## src/rtl/core/nmea_sentence_deframer_macros.svh

```systemverilog
// Assertion macros for the NMEA sentence deframer.
// Expects clk and rst_n in the scope of each use.
`ifndef NMEA_SENTENCE_DEFRAMER_MACROS_SVH
`define NMEA_SENTENCE_DEFRAMER_MACROS_SVH

// same-cycle implication
`define NSD_ASSERT_NOW(label, ante, cons, msg) \
  label: assert property (@(posedge clk) disable iff (!rst_n) (ante) |-> (cons)) \
    else $error(msg);

// next-cycle implication
`define NSD_ASSERT_NEXT(label, ante, cons, msg) \
  label: assert property (@(posedge clk) disable iff (!rst_n) (ante) |=> (cons)) \
    else $error(msg);

`endif

```

## src/rtl/core/nsd_pkg.sv

```systemverilog
// Package for the NMEA sentence deframer: phase type, character and status codes,
// tag and hex-digit helpers. No dependencies.
package nsd_pkg;

  localparam int MAX_FIELDS_DEF = 24;
  localparam int FIELD_LEN_DEF  = 16;
  localparam logic [7:0] MIN_LEN_RST = 8'd16;

  localparam logic [7:0] CH_DOLLAR = 8'h24;
  localparam logic [7:0] CH_STAR   = 8'h2a;
  localparam logic [7:0] CH_COMMA  = 8'h2c;
  localparam int         TAG_LEN   = 6;

  localparam logic KIND_CHAR   = 1'b0;
  localparam logic KIND_STATUS = 1'b1;

  localparam logic [2:0] ST_OK        = 3'd0;
  localparam logic [2:0] ST_SHORT     = 3'd1;
  localparam logic [2:0] ST_BAD_TAG   = 3'd2;
  localparam logic [2:0] ST_CSUM_ERR  = 3'd3;
  localparam logic [2:0] ST_NO_FIELDS = 3'd4;

  typedef enum logic [2:0] {
    PH_START  = 3'd0,
    PH_HEAD   = 3'd1,
    PH_FIELDS = 3'd2,
    PH_HEX1   = 3'd3,
    PH_HEX2   = 3'd4,
    PH_TAIL   = 3'd5
  } phase_t;

  // "$GNGGA"
  function automatic logic [7:0] tag_gga(input logic [2:0] idx);
    logic [7:0] ch;
    unique case (idx)
      3'd0:    ch = 8'h24;
      3'd1:    ch = 8'h47;
      3'd2:    ch = 8'h4e;
      3'd3:    ch = 8'h47;
      3'd4:    ch = 8'h47;
      3'd5:    ch = 8'h41;
      default: ch = 8'h00;
    endcase
    return ch;
  endfunction

  // "$GNRMC"
  function automatic logic [7:0] tag_rmc(input logic [2:0] idx);
    logic [7:0] ch;
    unique case (idx)
      3'd0:    ch = 8'h24;
      3'd1:    ch = 8'h47;
      3'd2:    ch = 8'h4e;
      3'd3:    ch = 8'h52;
      3'd4:    ch = 8'h4d;
      3'd5:    ch = 8'h43;
      default: ch = 8'h00;
    endcase
    return ch;
  endfunction

  // hex digit value; anything else reads as zero
  function automatic logic [3:0] nibble_of(input logic [7:0] c);
    logic [7:0] v;
    v = 8'h00;
    if (c >= 8'h30 && c <= 8'h39)      v = c - 8'h30;
    else if (c >= 8'h41 && c <= 8'h46) v = c - 8'h37;
    else if (c >= 8'h61 && c <= 8'h66) v = c - 8'h57;
    return v[3:0];
  endfunction

endpackage

```

## src/rtl/core/nmea_sentence_deframer.sv

```systemverilog
// NMEA 0183 sentence deframer, top level: tag check, checksum, field split.
// Depends on nsd_pkg and nmea_sentence_deframer_macros.svh.
//
//  channel  dir  handshake            beat
//  in_      in   in_valid / in_stall  one sentence character, last flag
//  out_     out  out_valid/out_stall  field character or end-of-sentence status
//  cfg_     in   cfg_valid/cfg_ready  min_length (always ready)
//
// One character per cycle unless stalled; its result shows in the next cycle.
// Per-sentence state, min_length and the output register are the sequential parts.
// in_stall rises only while a result sits in the output register and out_stall is high.
// Synchronous active-low reset: min_length back to 16, sentence state cleared.
`include "nmea_sentence_deframer_macros.svh"

module nmea_sentence_deframer #(
  parameter int MAX_FIELDS = nsd_pkg::MAX_FIELDS_DEF,
  parameter int FIELD_LEN  = nsd_pkg::FIELD_LEN_DEF
) (
  input  logic       clk,
  input  logic       rst_n,
  input  logic       in_valid,
  output logic       in_stall,
  input  logic [7:0] in_char_code,
  input  logic       in_last,
  output logic       out_valid,
  input  logic       out_stall,
  output logic       out_kind,
  output logic [4:0] out_field_index,
  output logic [3:0] out_field_pos,
  output logic [7:0] out_field_char,
  output logic       out_sentence_type,
  output logic [2:0] out_status,
  output logic [4:0] out_field_count,
  input  logic       cfg_valid,
  output logic       cfg_ready,
  input  logic [7:0] cfg_data
);

  localparam int FLD_W   = $clog2(MAX_FIELDS + 1);
  localparam int POS_W   = $clog2(FIELD_LEN);
  localparam int CNT_W   = FLD_W + 1;
  localparam int CNT_CAP = (MAX_FIELDS < 31) ? MAX_FIELDS : 31;

  // config
  logic [7:0] min_length_r;

  // sentence state
  nsd_pkg::phase_t phase_r, phase_nxt;
  logic [7:0]       char_count_r, char_count_nxt;
  logic [1:0]       tag_match_r, tag_match_nxt;   // bit0 GGA, bit1 RMC
  logic [7:0]       xor_r, xor_nxt;
  logic [7:0]       rx_sum_r, rx_sum_nxt;
  logic [FLD_W-1:0] field_r, field_nxt;
  logic [POS_W-1:0] pos_r, pos_nxt;
  logic             seen_star_r, seen_star_nxt;
  logic             seen_comma_r, seen_comma_nxt;
  logic             bad_start_r, bad_start_nxt;

  // output register
  logic       out_valid_r;
  logic       kind_r, type_r;
  logic [4:0] index_r, count_r;
  logic [3:0] fpos_r;
  logic [7:0] fchar_r;
  logic [2:0] status_r;

  logic             in_fire;
  logic             emit;
  logic [2:0]       status_nxt;
  logic [CNT_W-1:0] cnt_raw, cnt_sat;
  logic [7:0]       c;

  assign c         = in_char_code;
  assign in_stall  = out_valid_r & out_stall;
  assign in_fire   = in_valid & ~in_stall;
  assign cfg_ready = 1'b1;

  // next phase
  always_comb begin
    phase_nxt = phase_r;
    unique case (phase_r)
      nsd_pkg::PH_START: phase_nxt = nsd_pkg::PH_HEAD;
      nsd_pkg::PH_HEAD: begin
        if (c == nsd_pkg::CH_STAR)       phase_nxt = nsd_pkg::PH_HEX1;
        else if (c == nsd_pkg::CH_COMMA) phase_nxt = nsd_pkg::PH_FIELDS;
      end
      nsd_pkg::PH_FIELDS: begin
        if (c == nsd_pkg::CH_STAR) phase_nxt = nsd_pkg::PH_HEX1;
      end
      nsd_pkg::PH_HEX1: phase_nxt = nsd_pkg::PH_HEX2;
      nsd_pkg::PH_HEX2: phase_nxt = nsd_pkg::PH_TAIL;
      nsd_pkg::PH_TAIL: phase_nxt = nsd_pkg::PH_TAIL;
      default:          phase_nxt = nsd_pkg::PH_START;
    endcase
    if (in_last) phase_nxt = nsd_pkg::PH_START;
  end

  // datapath and result
  always_comb begin
    char_count_nxt = (char_count_r != 8'hff) ? char_count_r + 8'd1 : char_count_r;
    tag_match_nxt  = tag_match_r;
    xor_nxt        = xor_r;
    rx_sum_nxt     = rx_sum_r;
    field_nxt      = field_r;
    pos_nxt        = pos_r;
    seen_star_nxt  = seen_star_r;
    seen_comma_nxt = seen_comma_r;
    bad_start_nxt  = bad_start_r;
    emit           = 1'b0;

    if (char_count_r < 8'(nsd_pkg::TAG_LEN)) begin
      if (c != nsd_pkg::tag_gga(char_count_r[2:0])) tag_match_nxt[0] = 1'b0;
      if (c != nsd_pkg::tag_rmc(char_count_r[2:0])) tag_match_nxt[1] = 1'b0;
    end

    unique case (phase_r)
      nsd_pkg::PH_START: bad_start_nxt = (c != nsd_pkg::CH_DOLLAR);
      nsd_pkg::PH_HEAD, nsd_pkg::PH_FIELDS: begin
        if (c == nsd_pkg::CH_STAR) begin
          seen_star_nxt = 1'b1;
        end else begin
          xor_nxt = xor_r ^ c;
          if (c == nsd_pkg::CH_COMMA) begin
            if (phase_r == nsd_pkg::PH_HEAD) begin
              seen_comma_nxt = 1'b1;
              field_nxt      = '0;
            end else if (field_r < FLD_W'(MAX_FIELDS)) begin
              field_nxt = field_r + 1'b1;
            end
            pos_nxt = '0;
          end else if (phase_r == nsd_pkg::PH_FIELDS) begin
            // drop overlong fields and fields past the limit
            if (field_r < FLD_W'(MAX_FIELDS) && pos_r < POS_W'(FIELD_LEN - 1)) begin
              emit    = 1'b1;
              pos_nxt = pos_r + 1'b1;
            end
          end
        end
      end
      nsd_pkg::PH_HEX1: rx_sum_nxt = {nsd_pkg::nibble_of(c), 4'h0};
      nsd_pkg::PH_HEX2: rx_sum_nxt = {rx_sum_r[7:4], nsd_pkg::nibble_of(c)};
      nsd_pkg::PH_TAIL: ;
      default: ;
    endcase

    cnt_raw = {1'b0, field_nxt} + CNT_W'(1);
    cnt_sat = (cnt_raw > CNT_W'(CNT_CAP)) ? CNT_W'(CNT_CAP) : cnt_raw;
    if (!seen_comma_nxt) cnt_sat = '0;

    priority if (char_count_nxt < min_length_r)
      status_nxt = nsd_pkg::ST_SHORT;
    else if (bad_start_nxt || tag_match_nxt == 2'b00 ||
             char_count_nxt < 8'(nsd_pkg::TAG_LEN))
      status_nxt = nsd_pkg::ST_BAD_TAG;
    else if (!seen_star_nxt || xor_nxt != rx_sum_nxt)
      status_nxt = nsd_pkg::ST_CSUM_ERR;
    else if (!seen_comma_nxt)
      status_nxt = nsd_pkg::ST_NO_FIELDS;
    else
      status_nxt = nsd_pkg::ST_OK;
  end

  always_ff @(posedge clk) begin
    if (!rst_n) begin
      min_length_r <= nsd_pkg::MIN_LEN_RST;
    end else if (cfg_valid && cfg_ready) begin
      min_length_r <= cfg_data;
    end
  end

  always_ff @(posedge clk) begin
    if (!rst_n || (in_fire && in_last)) begin
      phase_r      <= nsd_pkg::PH_START;
      char_count_r <= '0;
      tag_match_r  <= 2'b11;
      xor_r        <= '0;
      rx_sum_r     <= '0;
      field_r      <= '0;
      pos_r        <= '0;
      seen_star_r  <= 1'b0;
      seen_comma_r <= 1'b0;
      bad_start_r  <= 1'b0;
    end else if (in_fire) begin
      phase_r      <= phase_nxt;
      char_count_r <= char_count_nxt;
      tag_match_r  <= tag_match_nxt;
      xor_r        <= xor_nxt;
      rx_sum_r     <= rx_sum_nxt;
      field_r      <= field_nxt;
      pos_r        <= pos_nxt;
      seen_star_r  <= seen_star_nxt;
      seen_comma_r <= seen_comma_nxt;
      bad_start_r  <= bad_start_nxt;
    end
  end

  // output register; reloads whenever it is empty or being taken
  always_ff @(posedge clk) begin
    if (!rst_n) begin
      out_valid_r <= 1'b0;
    end else if (in_fire && (in_last || emit)) begin
      out_valid_r <= 1'b1;
    end else if (!out_stall) begin
      out_valid_r <= 1'b0;
    end
  end

  always_ff @(posedge clk) begin
    if (in_fire && (in_last || emit)) begin
      type_r <= tag_match_nxt[1];
      if (in_last) begin
        kind_r   <= nsd_pkg::KIND_STATUS;
        index_r  <= '0;
        fpos_r   <= '0;
        fchar_r  <= '0;
        status_r <= status_nxt;
        count_r  <= 5'(cnt_sat);
      end else begin
        kind_r   <= nsd_pkg::KIND_CHAR;
        index_r  <= 5'(field_r);
        fpos_r   <= 4'(pos_r);
        fchar_r  <= c;
        status_r <= nsd_pkg::ST_OK;
        count_r  <= '0;
      end
    end
  end

  assign out_valid         = out_valid_r;
  assign out_kind          = kind_r;
  assign out_field_index   = index_r;
  assign out_field_pos     = fpos_r;
  assign out_field_char    = fchar_r;
  assign out_sentence_type = type_r;
  assign out_status        = status_r;
  assign out_field_count   = count_r;

  `NSD_ASSERT_NEXT(a_last_clears, in_fire && in_last,
                   phase_r == nsd_pkg::PH_START && char_count_r == 8'd0,
                   "sentence state not cleared after last beat")
  `NSD_ASSERT_NEXT(a_result_loaded, in_fire && (in_last || emit),
                   out_valid_r && (kind_r == $past(in_last)),
                   "result beat not loaded")
  `NSD_ASSERT_NOW(a_char_in_range, out_valid_r && kind_r == nsd_pkg::KIND_CHAR,
                  int'(index_r) < MAX_FIELDS && status_r == nsd_pkg::ST_OK,
                  "character beat out of field range")
  `NSD_ASSERT_NOW(a_nofields_count,
                  out_valid_r && kind_r == nsd_pkg::KIND_STATUS &&
                  status_r == nsd_pkg::ST_NO_FIELDS,
                  count_r == 5'd0, "no-fields status with nonzero count")

endmodule

```

## config.mk

```make
export PLATFORM = sky130hd
export DESIGN_NAME = nmea_sentence_deframer
export DESIGN_NICKNAME = d
export VERILOG_FILES = /design/src/rtl/core/nsd_pkg.sv /design/src/rtl/core/nmea_sentence_deframer.sv
export VERILOG_INCLUDE_DIRS = /design/src /design/src/rtl/core
export SDC_FILE = /design/constraint.sdc
export NUM_CORES = 1
export LEC_CHECK = 0
export BUFFER_PORTS_ARGS = -buffer_cell sky130_fd_sc_hd__buf_2
export CORE_ASPECT_RATIO = 0.75
export CORE_MARGIN = 8
export CORE_UTILIZATION = 49
export CTS_BUF_LIST = sky130_fd_sc_hd__clkbuf_16
export DETAILED_ROUTE_END_ITERATION = 12
export PLACE_DENSITY = 0.68
export RECOVER_POWER = 50
export SLEW_MARGIN = 20
export SYNTH_ARGS = -nofsm -noshare
export SYNTH_HDL_FRONTEND = slang
export SYNTH_SLANG_ARGS = --single-unit
```

## constraint.sdc

```tcl
create_clock -name clk -period 3.39 [get_ports clk]
set_input_delay 0.1695 -clock clk [delete_from_list [all_inputs] [get_ports clk]]
set_output_delay 0.1695 -clock clk [all_outputs]
set_load 0.05 [all_outputs]
```

==> summary.md, run 1 <==
| Metric | Value |
|---|---|
| PnR worst setup slack | `391 ps` |
| Die height | `a little over 100 um` |
| Worst hold slack | `roughly 48 ps` |
| Die area | `roughly 13000 um2` |
| Synth area leader | `dfxtp_1` |
| Final #Nets | `~640` |
| Register area share after synthesis | `a little under two fifths` |
| Remaining Overflow, GRT | `0` |
| Total GRT Usage | `between 10% and 20%` |
| Rel. slew slack | `roughly 12%` |
| Post-CTS Setup Repair Bufs | `0` |
| Synthesized cell area | `roughly 4800 um2` |
| Synth cell types | `69` |
| Min cycle time layout | `~3000 ps` |
| Remaining antenna violation count after routing | `0` |
| Status | `completed` |
| R2R Path Start | `char_count_r[0]` |
| Die W | `about 130 um` |
| I/O pins | `52` |
| Post-synthesis cell count | `between 500 and 600` |
| Layout cells sized above 1 | `between 10% and 20%` |
| Total negative setup slack | `0 ps` |
| First-pass GRT wire length | `between 15 and 20 mm` |
| Max VDD drop | `about 0.26 mV` |
| GPL Wtd Cong | `0.857` |
| Maxcap violations | `0` |
| Clock transition at path regs | `roughly 60 ps` |
| CP Launch Type | `flip-flop` |
| Worst Path Arrival | `3100 ps` |
| Site Rows | `31` |
| Clock Latency Late Sink | `340 ps` |
| Post-CTS resize count | `0` |
| Final non-filler cell total | `around 730` |
| RSZ-0062 raised after global routing | `false` |
| Inserted Clock Buffers | `9` |
| Routed vias/inst | `between 5 and 6` |
| Routed WL per cell | `around 16 um` |
| Worst hold start | `cfg_data[4]` |
| Largest net degree at the start of global routing | `27` |
| Fill count | `between 800 and 900` |
| Vias | `4149` |
| Worst-Margin Slew | `roughly 1300 ps` |
| Starting Density | `between 50% and 60%` |
| Number of antenna violations at the first check in global routing | `0` |
| H-Tree Depth | `3` |
| Worst path max stage delay | `approximately 530 ps` |
| Port buffer count | `50` |
| Vias in the first global route | `~4000` |
| Clk sinks | `a little under 80` |
| Seq cells post-synth | `77` |
| CTS max path bufs | `2` |
| Initial DRC count | `~290` |
| Max Clock Freq | `between 0.3 and 0.4 GHz` |
| Count leader, synth | `nor2_1` |
| CTS tree | `yes` |
| Endpoints failing setup | `0` |
| Crit share post-route | `a little under 90%` |
| CP top delay family | `compound AO/OA/AOI/OAI gates` |
| Clk root buf | `clkbuf_16` |
| Worst Setup End Kind | `flip-flop` |
| Routed WL | `roughly 12 mm` |
| Mapped Nets | `601` |
| Core ar. | `9660 um2` |
| Worst-path fanout max | `11` |
| DRC viols | `0` |
| Crit Path Category | `flip-flop to flip-flop` |
| Asr flop ratio synth | `0%` |
| Critical path buffers and inverters | `0` |
| Final hold vios | `0` |
| 1st-pass router iterations | `5` |
| Top cells by area, synth | `dfxtp_1, edfxtp_1, ha_1` |
| Post-synth top flop | `dfxtp_1` |
| Post-synth top area share | `20.6%` |
| Max Slew Vio Count | `0` |
| Hold Crit Class | `input pin to flip-flop` |
| Critical path's slowest cell | `dfxtp_1` |
| PwrDens | `434 nW/um2` |
| Worst Setup SP | `char_count_r[0]` |
| Syn-to-layout area delta | `13.3%` |
| Power Total | `approximately 2400 uW` |
| Setup Skew | `between 6 and 7 ps` |
| Leak Pwr | `between 0.002 and 0.0025 uW` |
| Hold-fix buffers, CTS | `0` |
| WP data required | `~3500 ps` |
| EDFF count, synth | `27` |
| Post-Syn Area per Cell | `between 8 and 9 um2` |
| ANT cells | `0` |
| Synth warn | `0` |
| Cells along the critical path | `ha_1 > and4_1 > nand4_1 > a21oi_1 > ha_1 > a21o_1 > a21o_1 > a21oi_1 > nand2_1 > o21ai_0 > nor2_1 > and4_1` |
| Pre-CTS WS | `approximately 400 ps` |
| Placed cells | `a little over 700` |
| Most instantiated cells after synthesis | `nor2_1, nand2_1, dfxtp_1` |
| Dpl hpwl | `~8.7 mm` |
[sequential cells by signal (all words and copies together) (netlist names), 2 cells and up]
| signal | count |
|---|---|
| out_field_pos | 4 |
| min_length_r | 8 |
| field_r | 5 |
| out_field_char | 8 |
| out_status | 3 |
| pos_r | 4 |
| rx_sum_r | 8 |
| xor_r | 8 |
| char_count_r | 8 |
| out_field_index | 5 |
| phase_r | 3 |
| out_field_count | 5 |
| tag_match_r | 2 |
[final cells by class]
class                      count  area [um2]  area share [%]
clock buffer                  10         250            4.55
clock inverter                 6        60.1            1.09
tap                          132         165            3.01
sequential                    77        1810            33.0
multi-input combinational    422        2810            51.1
inverter                      23        86.3            1.57
timing repair buffer          63         315            5.74
[layer usage]
layer	track usage [%]	up-vias	routed length, um
met3	4.22	18	893
met4	4.84	0	136
met2	29.5	153	5360
met1	25.0	1946	5580
li1	-	2032	-
met5	0	-	0
[power by group]
part / internal, uW / switching, uW
sequential: 988 / 23.5
combinational: 124 / 250
clock: 612 / 387
[cells in the final DEF, fill, tap and decap left out, types with 7 or more instances in the layout]
master      n
xnor2_1    17
nor2b_1    31
nand2_1    56
nor3_1     14
buf_4      10
xor2_1     18
mux2i_1    13
ha_1       25
clkbuf_1   32
o21ai_0    23
inv_1      24
buf_2      20
a22oi_1    12
nor2_1     58
a211oi_1    7
a21oi_1    38
dfxtp_1    50
edfxtp_1   27
clkbuf_16  10
nand3_1     9
[through the flow]
| step | utilization, % | area, um2 |
|---|---|---|
| 2_1_floorplan | - | 4850 |
| 3_3_place_gp | 54.2 | 5230 |
| 3_5_place_dp | 54.2 | 5230 |
| 4_1_cts | 57.4 | 5540 |
| 5_1_grt | 56.9 | 5490 |
| 6_report | 56.9 | 5490 |
[worst reg2reg max path, delay by kind of cell (launching register included)]
family,cells,cell delay [ps]
adder cells (fa/ha/maj),2,570
flip-flops,1,530
AO/OA/AOI/OAI,5,940
AND/OR/NAND/NOR,5,720
[path summary, 6_finish.rpt]
check,endpoint,slack [ps],cells after the start
setup / recovery,out_status[2],390,12
hold / removal,min_length_r[4],50,3
setup reg to reg,out_status[2],390,12
hold reg to reg,tag_match_r[0],450,1
[cells by family (layout without fill, tap and decap cells)]
| group | Yosys count | count (layout) | share of synthesized area (%) |
|---|---|---|---|
| buf+inv | 55 | 102 | 4.88 |
| compound gates | 128 | 128 | 17.7 |
| mux | 14 | 14 | 2.92 |
| simple gates | 216 | 216 | 23.3 |
| flops | 77 | 77 | 37.4 |
| fa+ha+maj | 25 | 25 | 6.45 |
| xor+xnor | 38 | 38 | 7.33 |
| other cells | 1 | 1 | 0.0773 |
(Power assumes the default switching activity.)
==> run 2, diff against run 1 <==
CORE_MARGIN = 1.5   (was 8)
clock period = 3.2 ns   (was 3.39 ns; I/O delays follow)
==> run 2 against run 1 <==
Against the previous run:
- the run now ends with max-capacitance violations left
- sequential power increased by 6%
- core utilization increased by 0.97 points
- first-iteration DRC count decreased by 24%
- combinational power increased by 8.8%
- register-to-register slack got worse by 60 ps
- sequential cell count unchanged
- die area decreased by 21%
- worst setup slack got worse by 120 ps
- highest routed layer unchanged
==> summary.md, run 2 (synthesis results as in run 1) <==
| Metric | Value |
|---|---|
| GPL Wtd Cong | `0.931 (was 0.857)` |
| Remaining antenna violation count after routing | `0 (unchanged)` |
| CTS tree | `yes (unchanged)` |
| Setup Skew | `5.96 ps (was 6.66 ps)` |
| Worst-Margin Slew | `1480 ps (was 1330 ps)` |
| PwrDens | `465 nW/um2 (was 434 nW/um2)` |
| First-pass GRT wire length | `19.2 mm (was 19.7 mm)` |
| Total GRT Usage | `23.4% (was 18.6%)` |
| Number of antenna violations at the first check in global routing | `0 (unchanged)` |
| Routed WL per cell | `15.9 um (was 16.3 um)` |
| Final #Nets | `648 (was 643)` |
| Max Slew Vio Count | `0 (unchanged)` |
| Status | `finished, violations left (was completed)` |
| Remaining Overflow, GRT | `0 (unchanged)` |
| Final non-filler cell total | `738 (was 733)` |
| H-Tree Depth | `3 (unchanged)` |
| Core ar. | `9620 um2 (was 9660 um2)` |
| Critical path's slowest cell | `o21ai_0 (was dfxtp_1)` |
| Endpoints failing setup | `0 (unchanged)` |
| Failing checks | `max-capacitance violations` |
| WP data required | `3400 ps (was 3490 ps)` |
| Max Clock Freq | `~0.34 GHz` |
| DRC viols | `0 (unchanged)` |
| Worst-path fanout max | `31 (was 11)` |
| Worst Setup End Kind | `flip-flop (unchanged)` |
| Routed WL | `11.7 mm (was 12.0 mm)` |
| Worst hold slack | `25.5 ps (was 48.3 ps)` |
| Die area | `10500 um2 (was 13400 um2)` |
| Switch Pwr | `715 uW (was 660 uW)` |
| Seq pwr share | `41.4% (was 42.4%)` |
| Clock Power Share | `42.9% (was 41.9%)` |
| Syn-to-layout area delta | `14.8% (was 13.3%)` |
| Hold Crit Class | `input pin to flip-flop (unchanged)` |
| Routed vias/inst | `5.62 (was 5.66)` |
| Most common cell after layout, fill and taps aside | `nor2_1 (unchanged)` |
| CP Launch Type | `input pin (was flip-flop)` |
| Port buffer count | `50 (unchanged)` |
| Worst path max stage delay | `1240 ps (was 530 ps)` |
| Internal power | `1870 uW (was 1720 uW)` |
| Max VDD drop | `0.304 mV (was 0.261 mV)` |
| Vias | `4151 (was 4149)` |
| Crit Path Category | `input pin to flip-flop (was flip-flop to flip-flop)` |
| Starting Density | `50.4% (was 50.2%)` |
| Clock transition at path regs | `60 ps (about the same)` |
| Vias in the first global route | `3825 (was 3985)` |
| ANT cells | `0 (unchanged)` |
| Sw Share | `27.6% (was 27.7%)` |
| Layout cells sized above 1 | `12.2% (was 10.8%)` |
| Die height | `89.2 um (was 102 um)` |
| Combinational share of power | `15.7% (about the same)` |
| Power Total | `2590 uW (was 2380 uW)` |
| Cells along the critical path | `clkbuf_1 > inv_1 > o21ai_0 > buf_12 > a211oi_1 (was ha_1 > and4_1 > nand4_1 > a21oi_1 > ha_1 > a21o_1 > a21o_1 > a21oi_1 > nand2_1 > o21ai_0 > nor2_1 > and4_1)` |
| Die W | `118 um (was 131 um)` |
| Crit share post-route | `about 91%` |
| Clk root buf | `clkbuf_16 (unchanged)` |
| CTS max path bufs | `2 (unchanged)` |
| Final hold vios | `0 (unchanged)` |
| Post-DP Area | `5280 um2 (was 5230 um2)` |
| CP top delay family | `buffers and inverters (was compound AO/OA/AOI/OAI gates)` |
| Critical path buffers and inverters | `3 (was 0)` |
| Site Rows | `31 (unchanged)` |
| Total negative setup slack | `0 ps (unchanged)` |
| Most frequent cells in the layout | `nor2_1, nand2_1, dfxtp_1, a21oi_1, nor2b_1 (was nor2_1, nand2_1, dfxtp_1, a21oi_1, clkbuf_1)` |
| Leak Pwr | `0.00210 uW (was 0.00207 uW)` |
| Inserted Clock Buffers | `9 (unchanged)` |
| Final instance area | `5570 um2 (was 5490 um2)` |
| Maxcap violations | `1 (was 0)` |
| 1st-pass router iterations | `5 (unchanged)` |
| Rel. slew slack | `0.481% (was 11.6%)` |
| Clock Latency Late Sink | `350 ps (was 340 ps)` |
| I/O pins | `52 (unchanged)` |
| Largest net degree at the start of global routing | `32 (was 27)` |
| Dpl hpwl | `8.39 mm (was 8.69 mm)` |
| Clk sinks | `77 (unchanged)` |
| Hold-fix buffers, CTS | `0 (unchanged)` |
| Placed cells | `722 (was 717)` |
| RSZ-0062 raised after global routing | `false (unchanged)` |
| Worst Path Arrival | `3130 ps (was 3100 ps)` |
| Min cycle time layout | `between 2000 and 3000 ps` |
| Initial DRC count | `220 (was 289)` |
==> run 2: timing repair <==
item                                    CTS  global route
endpoints found under the setup margin    0             2
endpoints found under the hold margin     0             0
buffers inserted                          0             0
resized for setup                         0             2
==> run 2: stage by stage <==
| step | worst slack, ps | util [%] |
|---|---|---|
| CTS | 241 | 58.3 |
| global placement | 314 | 54.9 |
| detailed placement | 246 | 54.9 |
| floorplan | 103 | - |
| global route | 63.3 | 57.9 |
| finish | 274 | 57.9 |
==> run 2: worst paths after layout <==
path / slack [ps] / end / cells after the start / startpoint
setup / recovery: 270 / char_count_r[1] / 5 / in_last
hold / removal: 30 / min_length_r[4] / 3 / cfg_data[4]
setup reg to reg: 330 / out_status[2] / 12 / char_count_r[0]
hold reg to reg: 460 / tag_match_r[0] / 1 / tag_match_r[0]
==> run 2: layout make-up <==
| class | instances | area, um2 |
|---|---|---|
| clock buffers | 9 | 225 |
| flip-flops and latches | 77 | 1810 |
| inverters | 23 | 86.3 |
| repair buffers | 68 | 373 |
| clock inverters | 7 | 96.3 |
| multi-input cells | 422 | 2810 |
| fillers | 903 | 4050 |
| well taps | 132 | 165 |
==> run 2: power groups by stage <==
stage               Clock, uW  Sequential [uW]  Combinational (uW)
global placement            0             1090                 401
global route             1170             1080                 444
finish                   1110             1070                 407
detailed placement          0             1090                 406
floorplan                   0             1140                 252
CTS                      1130             1070                 410
==> run 2: worst register-to-register path: stages (launching register included) <==
cell	delay [ps]
dfxtp_2	410
ha_1	260
and4_1	260
nand4_1	130
a21oi_1	230
ha_1	280
a21o_1	160
a21o_1	170
a21oi_1	160
nand2_1	60
o21ai_0	240
nor2_1	80
and4_1	190
==> run 2: layer usage <==
metal / vias up / share of wire, % / global-route usage [%]
met2: 119 / 43 / 37.5
met3: 16 / 5.8 / 5.36
li1: 2050 / - / -
met4: 0 / 1.6 / 6.98
met5: - / 0 / 0
met1: 1966 / 49 / 32.0
